<file path="config.mk">
export PLATFORM = sky130hd
export DESIGN_NAME = tcb_front
export DESIGN_NICKNAME = d
export VERILOG_FILES = /design/src/rtl/core/assert_macros.svh /design/src/rtl/core/tcb_pkg.sv /design/src/rtl/core/tcb_front.sv
export SDC_FILE = /design/constraint.sdc
export NUM_CORES = 1
export LEC_CHECK = 0
export BUFFER_PORTS_ARGS = -buffer_cell sky130_fd_sc_hd__buf_4
export CORE_MARGIN = 2
export CORE_UTILIZATION = 50
export DETAILED_ROUTE_END_ITERATION = 10
export PLACE_DENSITY = 0.8
export REMOVE_ABC_BUFFERS = 1
export SYNTH_ARGS = -nofsm -noshare
export SYNTH_HDL_FRONTEND = slang
export SYNTH_SLANG_ARGS = --single-unit
export TNS_END_PERCENT = 1
</file>
<file path="constraint.sdc">
create_clock -name vclk -period 13.01
set_input_delay 1.9515 -clock vclk [all_inputs]
set_output_delay 1.9515 -clock vclk [all_outputs]
set_load 0.05 [all_outputs]
</file>
<file path="src/rtl/core/assert_macros.svh">
// ----------------------------------------------------------------------------
// Assertion macros
// Shared concurrent assertion forms, clocked on clk and disabled in reset.
// ----------------------------------------------------------------------------
`ifndef ASSERT_MACROS_SVH
`define ASSERT_MACROS_SVH

`ifndef NO_ASSERTIONS

// Same-cycle implication.
`define TCB_ASSERT_IMPL(name, ante, cons, msg) \
  name: assert property (@(posedge clk) disable iff (!rst_n) (ante) |-> (cons)) \
    else $error(msg);

// Next-cycle implication.
`define TCB_ASSERT_NEXT(name, ante, cons, msg) \
  name: assert property (@(posedge clk) disable iff (!rst_n) (ante) |=> (cons)) \
    else $error(msg);

`else

`define TCB_ASSERT_IMPL(name, ante, cons, msg)

`define TCB_ASSERT_NEXT(name, ante, cons, msg)

`endif

`endif

</file>
<file path="src/rtl/core/tcb_pkg.sv">
// ----------------------------------------------------------------------------
// tcb_pkg
// Types, codes and constants shared by the text cell buffer engine.
// ----------------------------------------------------------------------------
package tcb_pkg;

  localparam int COORD_W     = 8;
  localparam int CELL_W      = 16;
  localparam int IDX_W       = 16;
  localparam int COL_REG_W   = 7;
  localparam int ROW_REG_W   = 6;
  localparam int PADDR_W     = 3;
  localparam int PDATA_W     = 32;
  localparam int Q_DEPTH     = 2;
  localparam int DEF_MAX_COLS = 80;
  localparam int DEF_MAX_ROWS = 50;

  localparam logic [COL_REG_W-1:0] COL_REG_RESET = 7'd80;
  localparam logic [ROW_REG_W-1:0] ROW_REG_RESET = 6'd25;
  localparam logic [7:0]           BLANK_CHAR    = 8'h20;
  localparam logic [CELL_W-1:0]    RESET_CELL    = 16'h0720;

  // Register index, taken from paddr[2].
  localparam logic REG_COLUMN_COUNT = 1'b0;
  localparam logic REG_ROW_COUNT    = 1'b1;

  typedef enum logic [2:0] {
    CMD_PUT,
    CMD_GET,
    CMD_FILL,
    CMD_CLEAR,
    CMD_SCROLL_UP,
    CMD_SCROLL_DOWN
  } cmd_t;

  typedef enum logic [2:0] {
    OP_NOP,
    OP_PUT,
    OP_GET,
    OP_FILL,
    OP_SCROLL_UP,
    OP_SCROLL_DOWN
  } op_t;

  typedef enum logic [2:0] {
    ST_INIT,
    ST_IDLE,
    ST_GET,
    ST_TOTAL,
    ST_PTR,
    ST_COPY,
    ST_RECT,
    ST_DONE
  } state_t;

  // Active screen size after saturation.
  typedef struct packed {
    logic [COORD_W-1:0] cols;
    logic [COORD_W-1:0] rows;
  } geom_t;

  // One classified command as it sits in the queue. For a scroll, y_lo
  // holds the line count and addr the cell shift.
  typedef struct packed {
    op_t                op;
    logic [COORD_W-1:0] x_lo;
    logic [COORD_W-1:0] x_hi;
    logic [COORD_W-1:0] y_lo;
    logic [COORD_W-1:0] y_hi;
    logic [IDX_W-1:0]   addr;
    logic [CELL_W-1:0]  value;
  } entry_t;

  typedef struct packed {
    logic init_done;
    logic pop;
  } back_stat_t;

  function automatic logic [CELL_W-1:0] blank_cell(input logic [7:0] attr);
    return {attr, BLANK_CHAR};
  endfunction

endpackage

</file>
<file path="src/rtl/core/tcb_front.sv">
// ----------------------------------------------------------------------------
// tcb_front
// Accepts commands, clips them to the active screen and turns them into
// queue entries with their start address already worked out.
// ----------------------------------------------------------------------------
module tcb_front (
  input  logic                         in_valid,
  output logic                         in_ready,
  input  logic [2:0]                   in_command,
  input  logic [tcb_pkg::COORD_W-1:0]  in_col,
  input  logic [tcb_pkg::COORD_W-1:0]  in_row,
  input  logic [tcb_pkg::COORD_W-1:0]  in_rect_width,
  input  logic [tcb_pkg::COORD_W-1:0]  in_rect_height,
  input  logic [tcb_pkg::CELL_W-1:0]   in_cell_value,
  input  logic [tcb_pkg::COORD_W-1:0]  in_line_count,
  input  logic [7:0]                   in_attribute,
  input  tcb_pkg::geom_t               geom,
  input  logic                         q_full,
  input  logic                         init_done,
  output logic                         push,
  output tcb_pkg::entry_t              entry
);
  import tcb_pkg::*;

  logic               empty_scr;
  logic               on_screen;
  logic [COORD_W-1:0] col_end;
  logic [COORD_W-1:0] row_end;
  logic [COORD_W-1:0] col_hi;
  logic [COORD_W-1:0] row_hi;
  logic [COORD_W-1:0] mul_row;
  logic [COORD_W-1:0] mul_col;
  logic [CELL_W-1:0]  blank;

  assign in_ready = !q_full && init_done;
  assign push     = in_valid && in_ready;

  assign empty_scr = (geom.cols == '0) || (geom.rows == '0);
  assign on_screen = (in_col < geom.cols) && (in_row < geom.rows);
  // Rectangle ends wrap at 256 and are then clipped to the screen.
  assign col_end   = in_col + in_rect_width;
  assign row_end   = in_row + in_rect_height;
  assign col_hi    = (col_end < geom.cols) ? col_end : geom.cols;
  assign row_hi    = (row_end < geom.rows) ? row_end : geom.rows;
  assign blank     = blank_cell(in_attribute);

  always_comb begin
    entry.op    = OP_NOP;
    entry.x_lo  = '0;
    entry.x_hi  = geom.cols;
    entry.y_lo  = '0;
    entry.y_hi  = geom.rows;
    entry.value = in_cell_value;
    mul_row     = '0;
    mul_col     = '0;
    case (cmd_t'(in_command))
      CMD_PUT: begin
        mul_row = in_row;
        mul_col = in_col;
        if (on_screen) begin
          entry.op = OP_PUT;
        end
      end
      CMD_GET: begin
        mul_row = in_row;
        mul_col = in_col;
        if (on_screen) begin
          entry.op = OP_GET;
        end
      end
      CMD_FILL: begin
        mul_row    = in_row;
        mul_col    = in_col;
        entry.x_lo = in_col;
        entry.x_hi = col_hi;
        entry.y_lo = in_row;
        entry.y_hi = row_hi;
        if ((in_col < col_hi) && (in_row < row_hi)) begin
          entry.op = OP_FILL;
        end
      end
      CMD_CLEAR: begin
        entry.value = blank;
        if (!empty_scr) begin
          entry.op = OP_FILL;
        end
      end
      CMD_SCROLL_UP, CMD_SCROLL_DOWN: begin
        entry.value = blank;
        if (!empty_scr && (in_line_count != '0)) begin
          if (in_line_count >= geom.rows) begin
            // Scrolling the whole screen away is a clear.
            entry.op = OP_FILL;
          end else begin
            mul_row    = in_line_count;
            entry.y_lo = in_line_count;
            entry.op   = (cmd_t'(in_command) == CMD_SCROLL_UP) ? OP_SCROLL_UP
                                                               : OP_SCROLL_DOWN;
          end
        end
      end
      default: begin
        entry.op = OP_NOP;
      end
    endcase
    entry.addr = IDX_W'(mul_row) * IDX_W'(geom.cols) + IDX_W'(mul_col);
  end

endmodule

</file>
==> impl_metrics.toml <==
[synth]
synth_xor_area_frac = 0.0387
synth_top_area_cell = "ha_1"
synth-simple-area-share = 0.177
synth.mux.area_fraction = 0.0671
synth_area_um2 = 4980
synth_top_cell_area_share = 0.251
netlist_top_cells_count = "ha_1, inv_1, nor2_1"
yosys.cell_count.top_type = "ha_1"
synthAdderAreaFrac = 0.437
avgSynthCellArea_um2 = 8.24
yosysUniqueCellTypes = 58
synth_compound_area_frac = 0.198
yosysWarnings = 0
ys_top_cells_by_area = "ha_1, fa_1, inv_1"
synth_cells = 604
yosysSeqAreaShare = 0
synth_top_family_by_area = "adder cells"

[floorplanning]
io_pins = 155
die_width_um = 104
core_um2 = 9730
die-area_um2 = 10800
start_util = 0.511
die_h_um = 104
rows = 36

[cts]
post_cts_resized = 0
post_cts_buffers = 0
hold_buffers = 0

[pwr]
p_per_area_nw_per_um2 = 94.4
p_leak_nw = 3.38
p_seq_frac = 0
p_int_uw = 214
pwr-share-comb = 1.000
p_clk_frac = 0
vdd_drop_max_mv = 0.126
p_switching_uw = 375
sw_frac_of_total = 0.637

[timing]
worst_slew_pin_slew_ns = 1.25
tns_ns = 0
finalMaxSlewViolations = 0
hold_viol = 0
worst_slack_ns = 2.30
fmax_mhz = 93.4
relSlewSlack = 0.169
fin_crit_sh = 0.823
fin_worst_hold_slack_ns = 4.21
min_period_ns = 10.71
rsz0062_at_grt = "false"
setup_viol = 0

[placed_design]
pre_cts_ws_ns = 2.44
gp_congestion = 0.909
portBuffers = 155
dp_hpwl_um = 12700

[global_routing]
grt_pass1_wl_um = 24900
overflow = 0
grt_pass1_vias = 5340
grt_max_degree = 25
grtUsageTotal = 0.275
antenna_found_initial = 0

[min_path]
hold_path.class = "in2out"

[setup_path]
cp-end-kind = "output pin"
crit_type = "in2out"
critical_path.max_fanout = 24
critical_path_required_ns = 11.06
cp.arrival_ns = 8.76
start_kind = "primary input"

[cells_and_area]
ff_latch_area_um2 = 0
postLayoutCoreUtil = 0.641
clkbuf_count = 0
antenna_cells = 0
seq_cells = 0
final_net_count = 982
area_growth_pct = 25.4
drive_gt1_frac = 0.255
fillers = 859

[job]
drv_cap = 0

[detailed_routing]
drt_first_pass_iters = 5
wl_per_cell_um = 16.8
viasPerCell = 5.83
ant_nets = 0
route.detailed.drc = 0
drtIter0Drc = 354
wl_um = 14800
vias = 5137

[status]
status = "finished clean"
[worst paths after layout]
kind	startpoint	endpoint	slack, ns	cells past startpoint
min	q_full	in_ready	4.21	3
max	in_line_count[0]	entry[30]	2.30	24
[cells by family after synthesis]
kind of cell / after synthesis
and+or+nand+nor: 183
xor gates and xnor gates: 22
muxes: 31
AOI/OAI and AO/OA: 123
adders and majority gates: 146
buffers and inverters: 99
[power groups by stage]
stage	Sequential (mW)	Combinational [mW]	Clock, mW
after CTS	0	0.589	0
final	0	0.589	0
after detailed placement	0	0.584	0
after global routing	0	0.646	0
after global placement	0	0.571	0
after floorplan	0	0.426	0
[routing by layer]
metal	global-route usage	vias up	part of all wire
li1	-	2407	-
met1	0.353	2437	0.41
met2	0.489	261	0.49
met3	0.0359	32	0.080
met4	0.0656	0	0.022
met5	0	-	0
[worst max-delay path: stages]
cell      delay, ns
buf_4          0.13
inv_1          0.05
ha_1           0.27
nand2b_1       0.14
a2111o_1       0.41
a21oi_1        0.19
and3_1         1.03
a22oi_4        0.26
nand2b_1       0.24
fa_1           0.53
inv_1          0.05
fa_1           0.44
ha_1           0.28
inv_1          0.05
fa_1           0.53
inv_1          0.07
ha_1           0.31
a211oi_1       0.24
nor2_1         0.11
nor4_1         0.34
o311ai_0       0.28
o41ai_1        0.44
xnor2_1        0.17
buf_4          0.22
[placed cells by master (no fill, tap or decap), types with 10 or more instances in the layout]
cell	Yosys	final
a211oi_1	11	11
a21oi_1	21	20
a22o_1	13	13
and2_1	14	14
and3_1	10	10
buf_4	0	157
fa_1	46	46
ha_1	100	100
inv_1	83	83
mux2_2	19	19
mux2i_1	12	12
nand2_1	47	47
nand2b_1	11	11
nor2_1	65	65
o21ai_0	25	25
xnor2_1	16	16
[cell type report]
class              count  area (um2)  share of cell area
multi-input cells    505        4570               0.733
inverters             86         323              0.0517
repair buffers       157        1180               0.189
well taps            133         166              0.0267
[through the flow]
stage / std cells / total power, mW / instance area (um2)
after floorplan: 591 / 0.426 / 4890
after global placement: 881 / 0.571 / 6240
after detailed placement: 881 / 0.584 / 6240
after CTS: 881 / 0.589 / 6240
after global routing: 881 / 0.646 / 6240
final: 881 / 0.589 / 6240
Note: power is estimated with default switching activity, not from simulation.
