## src/rtl/core/assert_macros.svh

```systemverilog
// ----------------------------------------------------------------------------
// Assertion macros
// Shared concurrent assertion forms, clocked on clk and disabled in reset.
// ----------------------------------------------------------------------------
`ifndef ASSERT_MACROS_SVH
`define ASSERT_MACROS_SVH

`ifndef NO_ASSERTIONS

// Same-cycle implication.
`define TCB_ASSERT_IMPL(name, ante, cons, msg) \
  name: assert property (@(posedge clk) disable iff (!rst_n) (ante) |-> (cons)) \
    else $error(msg);

// Next-cycle implication.
`define TCB_ASSERT_NEXT(name, ante, cons, msg) \
  name: assert property (@(posedge clk) disable iff (!rst_n) (ante) |=> (cons)) \
    else $error(msg);

`else

`define TCB_ASSERT_IMPL(name, ante, cons, msg)

`define TCB_ASSERT_NEXT(name, ante, cons, msg)

`endif

`endif

```

## src/rtl/core/tcb_pkg.sv

```systemverilog
// ----------------------------------------------------------------------------
// tcb_pkg
// Types, codes and constants shared by the text cell buffer engine.
// ----------------------------------------------------------------------------
package tcb_pkg;

  localparam int COORD_W     = 8;
  localparam int CELL_W      = 16;
  localparam int IDX_W       = 16;
  localparam int COL_REG_W   = 7;
  localparam int ROW_REG_W   = 6;
  localparam int PADDR_W     = 3;
  localparam int PDATA_W     = 32;
  localparam int Q_DEPTH     = 2;
  localparam int DEF_MAX_COLS = 80;
  localparam int DEF_MAX_ROWS = 50;

  localparam logic [COL_REG_W-1:0] COL_REG_RESET = 7'd80;
  localparam logic [ROW_REG_W-1:0] ROW_REG_RESET = 6'd25;
  localparam logic [7:0]           BLANK_CHAR    = 8'h20;
  localparam logic [CELL_W-1:0]    RESET_CELL    = 16'h0720;

  // Register index, taken from paddr[2].
  localparam logic REG_COLUMN_COUNT = 1'b0;
  localparam logic REG_ROW_COUNT    = 1'b1;

  typedef enum logic [2:0] {
    CMD_PUT,
    CMD_GET,
    CMD_FILL,
    CMD_CLEAR,
    CMD_SCROLL_UP,
    CMD_SCROLL_DOWN
  } cmd_t;

  typedef enum logic [2:0] {
    OP_NOP,
    OP_PUT,
    OP_GET,
    OP_FILL,
    OP_SCROLL_UP,
    OP_SCROLL_DOWN
  } op_t;

  typedef enum logic [2:0] {
    ST_INIT,
    ST_IDLE,
    ST_GET,
    ST_TOTAL,
    ST_PTR,
    ST_COPY,
    ST_RECT,
    ST_DONE
  } state_t;

  // Active screen size after saturation.
  typedef struct packed {
    logic [COORD_W-1:0] cols;
    logic [COORD_W-1:0] rows;
  } geom_t;

  // One classified command as it sits in the queue. For a scroll, y_lo
  // holds the line count and addr the cell shift.
  typedef struct packed {
    op_t                op;
    logic [COORD_W-1:0] x_lo;
    logic [COORD_W-1:0] x_hi;
    logic [COORD_W-1:0] y_lo;
    logic [COORD_W-1:0] y_hi;
    logic [IDX_W-1:0]   addr;
    logic [CELL_W-1:0]  value;
  } entry_t;

  typedef struct packed {
    logic init_done;
    logic pop;
  } back_stat_t;

  function automatic logic [CELL_W-1:0] blank_cell(input logic [7:0] attr);
    return {attr, BLANK_CHAR};
  endfunction

endpackage

```

## src/rtl/core/tcb_cmd_fifo.sv

```systemverilog
// ----------------------------------------------------------------------------
// tcb_cmd_fifo
// Short command queue between the front and the back, so that each side
// can stall without holding up the other.
// ----------------------------------------------------------------------------
module tcb_cmd_fifo (
  input  logic            clk,
  input  logic            rst_n,
  input  logic            push,
  input  tcb_pkg::entry_t din,
  input  logic            pop,
  output tcb_pkg::entry_t head,
  output logic            empty,
  output logic            full
);
  import tcb_pkg::*;

  localparam int QP_W = (Q_DEPTH > 1) ? $clog2(Q_DEPTH) : 1;
  localparam logic [QP_W:0]   CNT_FULL = (QP_W + 1)'(Q_DEPTH);
  localparam logic [QP_W-1:0] PTR_LAST = QP_W'(Q_DEPTH - 1);

  entry_t          q_r [Q_DEPTH];
  logic [QP_W-1:0] wr_ptr_r, wr_ptr_nxt;
  logic [QP_W-1:0] rd_ptr_r, rd_ptr_nxt;
  logic [QP_W:0]   cnt_r, cnt_nxt;

  assign empty = (cnt_r == '0);
  assign full  = (cnt_r == CNT_FULL);
  assign head  = q_r[rd_ptr_r];

  always_comb begin
    wr_ptr_nxt = wr_ptr_r;
    rd_ptr_nxt = rd_ptr_r;
    cnt_nxt    = cnt_r;
    if (push) begin
      wr_ptr_nxt = (wr_ptr_r == PTR_LAST) ? '0 : wr_ptr_r + 1'b1;
    end
    if (pop) begin
      rd_ptr_nxt = (rd_ptr_r == PTR_LAST) ? '0 : rd_ptr_r + 1'b1;
    end
    if (push && !pop) begin
      cnt_nxt = cnt_r + 1'b1;
    end else if (pop && !push) begin
      cnt_nxt = cnt_r - 1'b1;
    end
  end

  always_ff @(posedge clk) begin
    if (!rst_n) begin
      wr_ptr_r <= '0;
      rd_ptr_r <= '0;
      cnt_r    <= '0;
    end else begin
      wr_ptr_r <= wr_ptr_nxt;
      rd_ptr_r <= rd_ptr_nxt;
      cnt_r    <= cnt_nxt;
    end
  end

  always_ff @(posedge clk) begin
    if (push) begin
      q_r[wr_ptr_r] <= din;
    end
  end

endmodule

```

## config.mk

```make
export PLATFORM = sky130hd
export DESIGN_NAME = tcb_cmd_fifo
export DESIGN_NICKNAME = d
export VERILOG_FILES = /design/src/rtl/core/assert_macros.svh /design/src/rtl/core/tcb_pkg.sv /design/src/rtl/core/tcb_cmd_fifo.sv
export SDC_FILE = /design/constraint.sdc
export NUM_CORES = 1
export LEC_CHECK = 0
export ABC_AREA = 1
export BUFFER_PORTS_ARGS = -buffer_cell sky130_fd_sc_hd__buf_4
export CORE_AREA = 10 10 106 108
export CTS_BUF_LIST = sky130_fd_sc_hd__clkbuf_8
export DETAILED_ROUTE_END_ITERATION = 12
export DIE_AREA = 0 0 116 118
export HOLD_SLACK_MARGIN = 0.03
export PLACE_DENSITY = 0.85
export SYNTH_ARGS = -nofsm -noshare
export SYNTH_HDL_FRONTEND = slang
export SYNTH_SLANG_ARGS = --single-unit
export TNS_END_PERCENT = 1
```

## constraint.sdc

```tcl
create_clock -name clk -period 9.5 [get_ports clk]
set_input_delay 1.425 -clock clk [delete_from_list [all_inputs] [get_ports clk]]
set_output_delay 1.425 -clock clk [all_outputs]
set_load 0.005 [all_outputs]
```

==> results of run 1 <==
## state kept, by name, indices dropped and copies added, names as in the netlist, named ones only
register	count
cnt_r	2
rd_ptr_r	1
q_r	134
wr_ptr_r	1
## power groups by stage
stage,clock network [mW],registers [mW],logic [mW]
after global placement,0,0.739,0.133
after detailed placement,0,0.741,0.137
final,0.507,0.727,0.135
after floorplan,0,0.730,0.0671
after CTS,0.516,0.728,0.138
after global routing,0.548,0.730,0.146
## critical path, cell delays in order (launching register included)
cell	delay, ns
dfxtp_4	1.00
mux2_2	0.44
buf_4	0.14
## final cells by class
class | count | area share
Tap cell | 111 | 0.0205
Clock buffer | 17 | 0.0346
Multi-Input combinational cell | 89 | 0.144
Sequential cell | 139 | 0.611
Inverter | 8 | 0.00444
Timing Repair Buffer | 141 | 0.157
Clock inverter | 15 | 0.0292
## Yosys cell counts
cell type | instances | area, um^2
buf_6 | 3 | 33.8
mux2_4 | 30 | 450
nand3_1 | 1 | 5.00
o21ai_0 | 1 | 5.00
nand4_1 | 1 | 6.26
dfxtp_1 | 5 | 100
a21oi_1 | 1 | 5.00
inv_1 | 8 | 30.0
nor2_1 | 9 | 33.8
ha_1 | 1 | 12.5
buf_2 | 3 | 15.0
mux2_2 | 37 | 417
edfxtp_1 | 134 | 4020
nand2_1 | 8 | 30.0
buf_4 | 1 | 7.51
## per-stage QoR
| stage | hold WS (ns) | cells |
|---|---|---|
| after floorplan | 0.463 | 243 |
| after global placement | 0.477 | 488 |
| after detailed placement | 0.507 | 488 |
| after CTS | 0.525 | 520 |
| after global routing | 0.556 | 520 |
| final | 0.518 | 520 |
## cells by family (layout without fill, tap and decap cells)
family                   after synthesis  after routing  share of synthesized area
adder cells (fa/ha/maj)                1              1                    0.00242
multiplexers                          67             67                      0.168
flip-flops                           139            139                      0.797
AND/OR/NAND/NOR                       19             19                     0.0145
AO/OA/AOI/OAI                          2              2                    0.00193
buffers and inverters                 15            181                     0.0167
## path summary, 6_finish.rpt
path | slack, ns | cells past startpoint | startpoint | endpoint
worst max-delay path | 5.99 | 2 | register | head[56]
worst min-delay path | 0.52 | 2 | rd_ptr_r$_SDFFE_PN0P_ | rd_ptr_r$_SDFFE_PN0P_
worst max register to register | 7.51 | 3 | wr_ptr_r$_SDFFE_PN0P_ | q_r[1][7]$_DFFE_PP_
worst min register to register | 0.52 | 2 | rd_ptr_r$_SDFFE_PN0P_ | rd_ptr_r$_SDFFE_PN0P_
## routing by layer
metal | wire length, um | vias up
met5 | 0 | -
met4 | 83 | 0
met3 | 959 | 10
met2 | 5340 | 101
met1 | 3720 | 1335
li1 | - | 1250
## layout by cell type (no fill, tap or decap), types with 3 or more instances in the layout
cell / count
nor2_1: 8
clkbuf_8: 17
clkinvlp_4: 4
mux2_2: 37
nand2_1: 8
inv_6: 3
inv_1: 8
mux2_4: 30
edfxtp_1: 134
buf_4: 141
dfxtp_1: 4
bufinv_16: 4
==> reports/qor.csv, run 1 <==
stage,metric,value,unit
cells_and_area,multiInputGateArea,972,um^2
synth,avgSynthCellArea,21.3,um^2
place,dp.final_hpwl,6920,um
route,drc,0,
grt,use_met1,0.158,
clock_tree,postCtsHoldBufs,0,
cells_and_area,seqCellArea,4130,um^2
grt,grt_pass1_vias,2925,
grt,gr-usage-met3,0.0795,
timing,setup_slack,5.99,ns
setup_path,worstPathMaxFanout,67,
pwr,swShare,0.212,
grt,overflow,0,
synth,ys_ff_latch,139,
timing,final.setup_skew,0.00831,ns
grt,antenna_found_initial,0,
cells_and_area,antenna_cells,0,
setup_path,cp.arrival,2.09,ns
synth,netlist_area,5170,um^2
floorplan,die_w,116,um
pwr,p_leak,2.64,nW
clock_tree,path_clk_slew,0.07,ns
floorplan,fp.dieArea,13700,um^2
route,wirelength,10100,um
synth,yosysSeqAreaShare,0.797,
flow_run,drv_cap,0,
run_status,status,finished clean,
setup_path,crit_type,register to output port,
pwr,p_switching,0.290,mW
synth,netlist_instances,243,
place,gp_congestion,0.754,
synth,syn_nets,315,
cells_and_area,final_layout_size_suffix_gt1_frac,0.589,
timing,grt_setup_unrepaired,false,
min_path,hp-class,register to register,
timing,finalCritPeriodShare,0.370,
clock_tree,cts_tree,yes,
setup_path,required,8.08,ns
place,place_ws,6.36,ns
floorplan,coreArea,9110,um^2
timing,slew_headroom,0.297,
grt,track_usage,0.150,
setup_path,end_kind,output port,
clock_tree,cts.repair.resized,0,
synth,yosysWarningCount,0,
cells_and_area,area_growth,30.6,%
floorplan,io_pins,140,
synth,synth_cell_type_count,15,
timing,hold_viol,0,
pwr,p_clk_frac,0.371,
floorplan,die_y,118,um
pwr,pwr-share-seq,0.531,
route,wire_per_inst,19.4,um
cells_and_area,fill_cells,533,
grt,gr-usage-met2,0.252,
clock_tree,root_buffer,clkbuf_8,
clock_tree,ctsHtreeMaxLevel,4,
route,vias,2696,
place,portBuffers,139,
setup_path,startpoint_type,register,
timing,fin_crit,3.51,ns
clock_tree,cts_sinks,139,
timing,fmax,285,MHz
cells_and_area,final_area,6760,um^2
route,drtAntennaViolNets,0,
timing,maxSlewViolCount,0,
pwr,combPwrFrac,0.098,
place,place_area,6330,um^2
floorplan,start_util,0.568,
clock_tree,cts_setup_buffers,0,
grt,grt_max_degree,68,
cells_and_area,fin_util,0.742,
timing,finalSetupViolCount,0,
grt,grt_pass1_wl,15400,um
timing,fin_setup_tns,0,ns
clock_tree,clk_latency,0.41,ns
timing,tightest_slew,1.05,ns
pwr,internal-power,1.08,mW
route,dr.pass1.iters,4,
route,drt_iter0_markers,111,
pwr,powerDensity,203,nW/um^2
grt,top_usage_layer,met2,
route,vias_per_cell,5.18,
clock_tree,clockBufferDepth,2,
cells_and_area,nets,468,
pwr,total_power,1.37,mW
floorplan,rows,35,
pwr,vdd_ir_drop_max,0.000123,V
clock_tree,cts_buffers,17,
Power figures use the tool's default switching activity.
==> inputs of run 2 (changes only) <==
--- a/config.mk
+++ b/config.mk
@@ -7,12 +7,12 @@
 export LEC_CHECK = 0
 export ABC_AREA = 1
 export BUFFER_PORTS_ARGS = -buffer_cell sky130_fd_sc_hd__buf_4
-export CORE_AREA = 10 10 106 108
+export CORE_AREA = 10 10 109 111
 export CTS_BUF_LIST = sky130_fd_sc_hd__clkbuf_8
 export DETAILED_ROUTE_END_ITERATION = 12
-export DIE_AREA = 0 0 116 118
+export DIE_AREA = 0 0 119 121
 export HOLD_SLACK_MARGIN = 0.03
-export PLACE_DENSITY = 0.85
+export PLACE_DENSITY = 0.81
 export SYNTH_ARGS = -nofsm -noshare
 export SYNTH_HDL_FRONTEND = slang
 export SYNTH_SLANG_ARGS = --single-unit
==> constraint.sdc (replaced) <==
create_clock -name clk -period 3.5 [get_ports clk]
set_input_delay 0.525 -clock clk [delete_from_list [all_inputs] [get_ports clk]]
set_output_delay 0.525 -clock clk [all_outputs]
set_load 0.005 [all_outputs]
==> reports/qor.csv, run 2 (same netlist as run 1, synthesis figures left out) <==
stage,metric,value,unit
run_status,status,finished clean,
floorplan,io_pins,140,
cells_and_area,mostFrequentLayoutCell,buf_4,
flow_run,drv_cap,0,
cells_and_area,reg_top3,"q_r (134), cnt_r (2)",
grt,grt_pass1_wl,15600,um
setup_path,cp_num_cells,3,
setup_path,worst-path-buf-inv,2,
timing,tightest_slew,0.770,ns
cells_and_area,largest_reg_flops,134,
cells_and_area,area_growth,30.8,%
setup_path,cp.arrival,1.93,ns
cells_and_area,nets,469,
place,dp.final_hpwl,6950,um
route,drtAntennaViolNets,0,
clock_tree,clockBufferDepth,2,
timing,fin_crit,2.46,ns
min_path,hp-class,primary input to register,
floorplan,die_w,119,um
min_path,hold_depth,1,
timing,fin_setup_tns,0,ns
setup_path,crit_type,register to output port,
clock_tree,ctsHtreeMaxLevel,4,
route,drc,0,
clock_tree,cts_tree,yes,
route,vias_per_cell,4.85,
clock_tree,path_clk_slew,0.07,ns
setup_path,startpoint_type,register,
clock_tree,postCtsHoldBufs,0,
clock_tree,cts_setup_buffers,0,
place,place_area,6400,um^2
timing,slew_headroom,0.485,
cells_and_area,antenna_cells,0,
route,wirelength,10100,um
grt,track_usage,0.141,
clock_tree,cts.repair.resized,0,
route,drt_iter0_markers,128,
timing,fmax,407,MHz
setup_path,crit_family,flip-flops,
clock_tree,root_buffer,clkbuf_8,
place,portBuffers,139,
route,dr.pass1.iters,5,
pwr,vdd_ir_drop_max,0.000303,V
timing,finalSetupViolCount,0,
timing,final.setup_skew,0.00711,ns
floorplan,coreArea,9640,um^2
route,vias,2636,
clock_tree,cts_sinks,139,
setup_path,crit_chain,buf_12 > mux2_2 > buf_4,
setup_path,required,2.97,ns
timing,hold_viol,0,
timing,finalCritPeriodShare,0.703,
setup_path,crit_slowest_cell,dfxtp_4,
timing,grt_setup_unrepaired,false,
cells_and_area,layout_common_cells,"buf_4 (139), edfxtp_1 (134), mux2_2 (37)",
floorplan,rows,36,
cells_and_area,final_layout_size_suffix_gt1_frac,0.585,
route,wire_per_inst,18.6,um
timing,maxSlewViolCount,0,
floorplan,fp.dieArea,14400,um^2
grt,overflow,0,
floorplan,die_y,121,um
setup_path,r2r_cells,3,
cells_and_area,final_area,6770,um^2
floorplan,start_util,0.537,
setup_path,slowest_delay,0.63,ns
grt,antenna_found_initial,0,
cells_and_area,fin_cells,543,
cells_and_area,top_register,q_r,
grt,grt_pass1_vias,2943,
pwr,p_leak,2.64,nW
place,gp_congestion,0.694,
clock_tree,cts_buffers,17,
clock_tree,clk_latency,0.43,ns
pwr,powerDensity,524,nW/um^2
place,dp_cells,511,
setup_path,worstPathMaxFanout,45,
grt,grt_max_degree,46,
setup_path,end_kind,output port,
run 2: cell types whose count changed in the layout (fill, tap and decap cells not counted), sizes merged:
cell / delta
clkinv: +2
inv: -1
bufinv: -2
clkinvlp: +1
buf: +1
run 2: final timing paths:
kind	slack, ns	end	start
max	1.04	head[47]	register
min	0.28	q_r[0][9]$_DFFE_PP_	din[9]
min reg2reg	0.49	register	rd_ptr_r$_SDFFE_PN0P_
max reg2reg	1.84	q_r[1][12]$_DFFE_PP_	wr_ptr_r$_SDFFE_PN0P_
run 2: worst register-to-register path, cell delays in order (launching register included):
cell and delay, ns:
dfxtp_1 0.40, nand2_1 0.10, inv_2 0.48, buf_12 0.33
run 2: stage by stage:
step	hold WS [ns]	utilization	setup WS (ns)	power, mW
after global routing	0.249	0.702	0.931	3.68
after detailed placement	0.478	0.664	1.44	2.39
after CTS	0.245	0.702	0.962	3.59
final	0.277	0.702	1.04	3.54
after floorplan	0.463	-	0.792	2.16
after global placement	0.477	0.664	1.46	2.37
run 2: layout make-up:
class,count,area (um^2)
repair buffers,142,1100
multi-input cells,89,972
inverters,8,30.0
clock buffers,17,234
well taps,133,166
clock inverters,15,136
fillers,668,2870
flip-flops and latches,139,4130
run 2: power by group:
| group | total (mW) | internal (mW) | switching (mW) |
|---|---|---|---|
| Combinational | 0.389 | 0.234 | 0.155 |
| Clock | 1.20 | 0.618 | 0.583 |
| Sequential | 1.95 | 1.92 | 0.0322 |
run 2: routing by layer:
layer | routed length [um] | GRT usage | up-vias
met5 | 0 | 0 | -
met4 | 164 | 0.0649 | 0
met3 | 848 | 0.0665 | 17
met2 | 5070 | 0.235 | 104
met1 | 4000 | 0.148 | 1269
li1 | - | - | 1246
